$ cat src/hdl/sa_pkg.sv
// Shared types, codes and default sizes for the slot allocator.
package sa_pkg;

  localparam int SLOT_BITS     = 10;
  localparam int ELEM_BITS     = 32;
  localparam int CAPACITY_DEF  = 1024;
  localparam int DATA_BITS_DEF = 32;

  typedef enum logic [1:0] {
    OP_ADD    = 2'd0,
    OP_REMOVE = 2'd1,
    OP_GET    = 2'd2,
    OP_NOP    = 2'd3
  } op_t;

  typedef enum logic [1:0] {
    ST_OK    = 2'd0,
    ST_FULL  = 2'd1,
    ST_RANGE = 2'd2
  } status_t;

  // Control of the item held in the resolve stage.
  typedef struct packed {
    logic valid;
    op_t  op;
    logic has_data;
    logic pop;
    logic full;
    logic range_err;
  } issue_ctl_t;

endpackage

$ cat src/hdl/sa_issue.sv
// Issue stage: free stack and cursor bookkeeping, memory requests, resolve-stage register.
module sa_issue #(
  parameter int CAPACITY  = sa_pkg::CAPACITY_DEF,
  parameter int DATA_BITS = sa_pkg::DATA_BITS_DEF
) (
  input  logic                          clk,
  input  logic                          rst,
  input  logic                          accept,
  input  logic                          b_adv,
  input  logic [1:0]                    opcode,
  input  logic [sa_pkg::SLOT_BITS-1:0]  slot_index,
  input  logic                          has_data,
  input  logic [sa_pkg::ELEM_BITS-1:0]  elem_data,
  output logic                          fs_re,
  output logic [$clog2(CAPACITY)-1:0]   fs_raddr,
  output logic                          fs_we,
  output logic [$clog2(CAPACITY)-1:0]   fs_waddr,
  output logic [$clog2(CAPACITY)-1:0]   fs_wdata,
  output logic                          st_re,
  output logic [$clog2(CAPACITY)-1:0]   st_raddr,
  output sa_pkg::issue_ctl_t            b_ctl,
  output logic [sa_pkg::SLOT_BITS-1:0]  b_slot,
  output logic [$clog2(CAPACITY)-1:0]   b_fresh,
  output logic [DATA_BITS-1:0]          b_data
);
  import sa_pkg::*;

  localparam int AW = $clog2(CAPACITY);
  localparam int CW = $clog2(CAPACITY + 1);
  localparam int IW = (CW > SLOT_BITS) ? CW : SLOT_BITS;

  logic [CW-1:0] free_count, free_count_next;
  logic [CW-1:0] next_fresh, next_fresh_next;
  logic [IW-1:0] idx_w;
  logic          in_range;
  logic          stack_empty;
  logic          stack_full;
  logic          fresh_left;
  op_t           op;
  issue_ctl_t    ctl;

  assign op          = op_t'(opcode);
  assign idx_w       = IW'(slot_index);
  assign in_range    = idx_w < IW'(next_fresh);
  assign stack_empty = (free_count == '0);
  assign stack_full  = (free_count == CW'(CAPACITY));
  assign fresh_left  = (next_fresh != CW'(CAPACITY));

  always_comb begin
    free_count_next = free_count;
    next_fresh_next = next_fresh;
    fs_re           = 1'b0;
    fs_raddr        = AW'(free_count - CW'(1));
    fs_we           = 1'b0;
    fs_waddr        = free_count[AW-1:0];
    fs_wdata        = idx_w[AW-1:0];
    st_re           = 1'b0;
    st_raddr        = idx_w[AW-1:0];
    ctl             = '0;
    ctl.valid       = 1'b1;
    ctl.op          = op;
    ctl.has_data    = has_data;
    case (op)
      OP_ADD: begin
        if (!stack_empty) begin
          // Reuse the most recently freed slot.
          ctl.pop         = 1'b1;
          fs_re           = accept;
          free_count_next = free_count - CW'(1);
        end else if (fresh_left) begin
          next_fresh_next = next_fresh + CW'(1);
        end else begin
          ctl.full = 1'b1;
        end
      end
      OP_REMOVE: begin
        if (in_range) begin
          // Drop the push when the stack is already full.
          if (!stack_full) begin
            fs_we           = accept;
            free_count_next = free_count + CW'(1);
          end
        end else begin
          ctl.range_err = 1'b1;
        end
      end
      OP_GET: begin
        if (in_range) begin
          st_re = accept;
        end else begin
          ctl.range_err = 1'b1;
        end
      end
      default: begin
      end
    endcase
  end

  always_ff @(posedge clk) begin
    if (rst) begin
      free_count <= '0;
      next_fresh <= '0;
      b_ctl      <= '0;
    end else if (accept) begin
      free_count <= free_count_next;
      next_fresh <= next_fresh_next;
      b_ctl      <= ctl;
    end else if (b_adv) begin
      b_ctl.valid <= 1'b0;
    end
  end

  always_ff @(posedge clk) begin
    if (accept) begin
      b_slot  <= slot_index;
      b_fresh <= next_fresh[AW-1:0];
      b_data  <= DATA_BITS'(elem_data);
    end
  end

endmodule

$ cat config.mk
export PLATFORM = sky130hd
export DESIGN_NAME = sa_issue
export DESIGN_NICKNAME = d
export VERILOG_FILES = /design/src/hdl/sa_pkg.sv /design/src/hdl/sa_issue.sv
export SDC_FILE = /design/constraint.sdc
export NUM_CORES = 1
export LEC_CHECK = 0
export BUFFER_PORTS_ARGS = -buffer_cell sky130_fd_sc_hd__buf_2
export CAP_MARGIN = 20
export CORE_MARGIN = 8
export CORE_UTILIZATION = 30
export CTS_BUF_LIST = sky130_fd_sc_hd__clkbuf_4 sky130_fd_sc_hd__clkbuf_8 sky130_fd_sc_hd__clkbuf_16
export DETAILED_ROUTE_END_ITERATION = 10
export GPL_ROUTABILITY_DRIVEN = 1
export MAX_ROUTING_LAYER = met4
export SLEW_MARGIN = 20
export SYNTH_ARGS = -nofsm -noshare
export SYNTH_HDL_FRONTEND = slang
export SYNTH_SLANG_ARGS = --single-unit
export TNS_END_PERCENT = 5
$ cat constraint.sdc
create_clock -name clk -period 6.7 [get_ports clk]
set_input_delay 1.34 -clock clk [delete_from_list [all_inputs] [get_ports clk]]
set_output_delay 1.34 -clock clk [all_outputs]
set_load 0.1 [all_outputs]
==> flow_summary.toml, run 1 <==
[power_and_ir_drop]
swShare = 0.478
totalPowerFinal_mw = 1.81
comb_power_share = 0.412
p_switching_mw = 0.867
power_density_nw_per_um2 = 365
leakagePower_nw = 2.05
seq_power_share = 0.330
p_int_mw = 0.947
vdd_drop_max_uv = 193
clkPwrFrac = 0.258

[grt]
grt_max_degree = 60
antenna_found_initial = 1
grt_pass1_vias = 3300
globalRouteTotalUtil = 0.129
overflow = 0
grt_pass1_wl_mm = 17.5

[logic_synthesis]
syn-num-nets = 436
synth_area_leaders = "edfxtp_1 39%, dfxtp_1 14%, buf_4 6.0%"
synthCells = 370
syn_area_um2 = 4030
yosysSeqAreaShare = 0.531
synth_commonest_cells = "52 x edfxtp_1, 36 x nor2_1, 32 x buf_4"
ys_seq_elements = 81
yosysTopAreaCell = "edfxtp_1"
synth.most_common_cell = "edfxtp_1"
async_reset_ff_frac = 0
yosysWarnings = 0
ys_types = 60
ys.flop_type = "edfxtp_1"
postSynthAreaPerCell_um2 = 10.9
synth_top_area_frac = 0.387
synth-edff-count = 52

[route]
post-route-drc-count = 0
vias = 3204
wl_per_cell_um = 16.2
ant_nets = 0
first_iter_violations = 147
dr.pass1.iters = 4
routed_wl_mm = 10.9
vias_per_cell = 4.79

[cts]
cts.sinks = 81
clk_latency_ns = 0.34
cts_made_buffers = 9
clockBufferDepth = 2
cts_resized = 0
hold_buffers = 0
cts.reportedPaths.clkPinSlew_ns = 0.06
cts_setup_buffers = 0
htree_num_levels = 3
cts_root_buf = "clkbuf_16"
tritoncts = "built"

[layout]
drive_gt1_frac = 0.376
areaGrowthSynthToFinish_pct = 23.5
final_nets = 553

[sta]
worst_slew_pin_slew_ns = 0.796
post-route-period-util = 0.693
hold_viol = 0
setup_viol = 0
period_needed_ns = 4.64
fmax_mhz = 215
rsz0062_at_grt = "no"
slew_violations = 0
skew_ns = 0.00449
max_slew_margin = 0.470
setup_tns_ns = 0
holdWs_ns = 0.466

[flow_run]
maxCapViolCount = 0

[worst_setup_path]
crit_fanout = 7
cp.required_ns = 5.36
rr_worst_depth = 8
r2r_slack_ns = 3.99
crit_path_start_kind = "primary input"
crit_end = "st_re"
worstSetupPathDepth = 8
criticalPathCategory = "primary input to primary output"
crit_buf_inv = 2
reg2reg_from = "free_count[0]"
crit_path_max_incr_delay_ns = 0.46
crit_arrival_ns = 3.30
cp_slowest_cell = "buf_2"
critical_path.top_delay_family = "compound AO/OA/AOI/OAI gates"
end_kind = "primary output"
r2r-end = "free_count[0]"
crit_path_start = "slot_index[2]"
path_cells = "buf_2 -> ha_1 -> a21oi_1 -> o21ai_0 -> a21oi_1 -> nor2_1 -> nor3_1 -> buf_2"

[floorplan]
die_w_um = 132
placeableCoreArea_um2 = 13200
rows = 42
fp.dieH_um = 132
io_pins = 151
initial_core_util = 0.306
die-area_um2 = 17400

[placement]
dpl.hpwl_mm = 8.28
io_buffer_count = 150
gp_congestion = 0.873

[worst_hold_path]
min_path_type = "register to register"

[status]
status = "finished clean"
-- sequential cells by signal, indices dropped and copies added (netlist names) --
name        flops
b_fresh        10
free_count     11
b_ctl           7
next_fresh     11
b_slot         10
b_data         32
-- how the worst min path moves through the flow --
| stage | to | startpoint | depth (start not counted) |
|---|---|---|---|
| 2_1_floorplan | b_fresh[4] | next_fresh[4] | 0 |
| 3_3_place_gp | b_ctl[0] | b_ctl[0] | 2 |
| 3_5_place_dp | b_ctl[0] | b_ctl[0] | 2 |
| 4_1_cts | b_ctl[0] | b_ctl[0] | 2 |
| 5_1_grt | b_fresh[1] | next_fresh[1] | 0 |
| 6_report | b_ctl[0] | b_ctl[0] | 2 |
-- power by group through the flow --
stage	Combinational, mW	Clock [mW]	Sequential (mW)
after floorplan	0.484	0	0.776
after global placement	0.750	0	0.608
after CTS	0.754	0.484	0.599
after global routing	0.778	0.504	0.604
final	0.749	0.468	0.599
after detailed placement	0.752	0	0.610
-- stage by stage --
stage / area [um2] / setup slack [ns] / cells / util
floorplan: 4030 / 1.07 / 370 / -
global placement: 4690 / 2.04 / 652 / 0.356
detailed placement: 4690 / 2.02 / 652 / 0.356
CTS: 4980 / 2.02 / 668 / 0.377
global route: 4980 / 1.84 / 669 / 0.377
finish: 4980 / 2.06 / 669 / 0.377
-- cell type report --
cell class / instances / area (um2)
Sequential cell: 81 / 2140
Inverter: 18 / 67.6
Antenna cell: 1 / 2.50
Multi-Input combinational cell: 226 / 1500
Clock buffer: 10 / 233
Fill cell: 1336 / 8210
Tap cell: 176 / 220
Timing Repair Buffer: 151 / 758
Clock inverter: 6 / 51.3
-- metal layers --
layer	vias to the layer above	track usage	part of all wire
met4	0	0.0600	0.022
met3	20	0.0503	0.079
met1	1505	0.146	0.45
li1	1535	-	-
met5	-	-	0
met2	144	0.198	0.45
-- layout by cell type, fill, tap and decap left out, types with 3 or more instances in the layout --
cell / instances
a21oi_1: 15
dfxtp_1: 29
xor2_1: 3
xnor2_1: 12
nor3b_1: 5
nand4_1: 4
nand2_1: 25
a31oi_1: 6
clkinvlp_4: 3
nor2b_1: 3
edfxtp_1: 52
nor4_1: 5
and4_1: 3
a211oi_1: 3
or3_1: 5
nor3_1: 11
nor2_1: 36
inv_1: 17
o21ai_0: 13
buf_2: 150
nor3_2: 3
mux2i_1: 4
clkbuf_16: 9
nand3_1: 12
ha_1: 17
and3_1: 3
-- worst reg2reg max path, stage by stage, from the launching register on --
cell	delay, ns
dfxtp_1	0.45
inv_1	0.14
ha_1	0.26
nor4b_1	0.17
and4_1	0.39
nor2_2	0.47
nand2_2	0.16
o21bai_1	0.24
mux2_1	0.34
-- logic make-up (layout without fill, tap and decap cells) --
family,after synthesis,after routing,synth area share
buffers and inverters,63,185,0.0956
AO/OA/AOI/OAI,51,51,0.0773
flip-flops,81,81,0.531
XOR/XNOR,15,15,0.0326
adder cells (fa/ha/maj),17,17,0.0528
AND/OR/NAND/NOR,137,137,0.195
multiplexers,6,6,0.0155
other,0,1,0
No activity file was read; power rests on OpenSTA's default activity.
==> run 2: changes to the inputs <==
==> constraint.sdc (replaced) <==
create_clock -name clk -period 3.9 [get_ports clk]
set_input_delay 0.78 -clock clk [delete_from_list [all_inputs] [get_ports clk]]
set_output_delay 0.78 -clock clk [all_outputs]
set_load 0.1 [all_outputs]
==> flow_summary.toml, run 2 (same netlist as run 1, synthesis figures left out) <==
[power_and_ir_drop]
comb_power_share = 0.404
swShare = 0.470
seq_power_share = 0.321
vdd_drop_max_uv = 345
totalPowerFinal_mw = 3.20
leakagePower_nw = 2.10
clkPwrFrac = 0.276
p_int_mw = 1.69
p_switching_mw = 1.50
power_density_nw_per_um2 = 632

[route]
vias = 3200
routed_wl_mm = 10.7
ant_nets = 0
vias_per_cell = 4.75
post-route-drc-count = 0
wl_per_cell_um = 15.9
dr.pass1.iters = 5
first_iter_violations = 171

[worst_setup_path]
r2r-end = "free_count[8]"
crit_fanout = 7
end_kind = "primary output"
criticalPathCategory = "register to primary output"
r2r_slack_ns = 1.33
rr_worst_depth = 6
crit_path_start_kind = "register"
reg2reg_from = "free_count[4]"
crit_arrival_ns = 2.57
cp.required_ns = 3.12

[layout]
areaGrowthSynthToFinish_pct = 25.5
largest_register = "b_data"
drive_gt1_frac = 0.384
final_common_cell = "buf_2"
largest_reg_flops = 32
utilization = 0.383
layout_common_cells = "149 x buf_2, 52 x edfxtp_1, 36 x nor2_1, 29 x dfxtp_1, 25 x nand2_1"
antenna_cells = 0
largestRegisters = "b_data: 32 flops, free_count: 11 flops, next_fresh: 11 flops"
fin_cells = 673
final_nets = 558
fin_area_um2 = 5060

[sta]
max_slew_margin = 0.503
post-route-period-util = 0.858
rsz0062_at_grt = "no"
setup_viol = 0
slew_violations = 0
skew_ns = 0.0106
hold_viol = 0
worst_slew_pin_slew_ns = 0.746
fmax_mhz = 299
period_needed_ns = 3.35
holdWs_ns = 0.459

[placement]
placed_area_um2 = 4750
gp_congestion = 0.887
io_buffer_count = 150
dpl.hpwl_mm = 8.21
numPlacedInstances = 657

[cts]
clk_latency_ns = 0.34
hold_buffers = 0
cts_resized = 0
htree_num_levels = 3
cts_setup_buffers = 0
cts_root_buf = "clkbuf_16"
cts_made_buffers = 9
clockBufferDepth = 2
cts.reportedPaths.clkPinSlew_ns = 0.07
tritoncts = "built"
cts.sinks = 81

[floorplan]
die_w_um = 132
io_pins = 151
initial_core_util = 0.306
die-area_um2 = 17400
fp.dieH_um = 132
placeableCoreArea_um2 = 13200
rows = 42

[worst_hold_path]
min_path_type = "register to register"
hold_path.startpoint = "b_ctl[0]"
hold_end = "b_ctl[0]"
hold_depth = 2

[status]
status = "finished clean"

[grt]
overflow = 0
grt_max_degree = 58
grt_pass1_wl_mm = 17.0
globalRouteTotalUtil = 0.125
grt_pass1_vias = 3213
antenna_found_initial = 0

[flow_run]
maxCapViolCount = 0
==> run 2: area by class of cell <==
class | instances | area, um2
flip-flops and latches | 81 | 2140
fillers | 1314 | 8130
well taps | 176 | 220
multi-input cells | 226 | 1510
clock buffers | 9 | 225
inverters | 18 | 67.6
clock inverters | 7 | 82.6
repair buffers | 156 | 811
==> run 2: power groups by stage <==
stage	Sequential [mW]	Combinational (mW)	Clock, mW
2_1_floorplan	1.33	0.831	0
3_3_place_gp	1.04	1.29	0
3_5_place_dp	1.05	1.30	0
4_1_cts	1.03	1.30	0.909
5_1_grt	1.04	1.34	0.943
6_report	1.03	1.29	0.881
==> run 2: critical path, cell delays in order, from the launching register on <==
cell and delay (ns):
dfxtp_1 0.45, inv_1 0.13, ha_1 0.31, a21oi_1 0.14, o21ai_0 0.09, a21oi_1 0.17
buf_4 0.16, nor2_1 0.12, nor3_2 0.19, buf_2 0.45
==> run 2: worst max-delay path by stage <==
| stage | start | cells after the start | slack [ns] | end |
|---|---|---|---|---|
| after floorplan | free_count[0] | 7 | -0.09 | fs_we |
| after global placement | slot_index[6] | 9 | 0.59 | st_re |
| after detailed placement | slot_index[6] | 9 | 0.58 | st_re |
| after CTS | next_fresh[2] | 9 | 0.53 | st_re |
| after global routing | next_fresh[2] | 9 | 0.43 | st_re |
| final | next_fresh[2] | 9 | 0.55 | st_re |
==> run 2: through the flow <==
| stage | TNS [ns] | setup WS, ns |
|---|---|---|
| finish | 0 | 0.554 |
| global route | 0 | 0.433 |
| CTS | 0 | 0.530 |
| detailed placement | 0 | 0.583 |
| global placement | 0 | 0.585 |
| floorplan | -0.0929 | -0.0929 |
==> run 2: layer usage <==
metal / GRT usage / part of all wire
met1: 0.144 / 0.44
met5: - / 0
met2: 0.193 / 0.46
met4: 0.0447 / 0.0096
met3: 0.0492 / 0.087
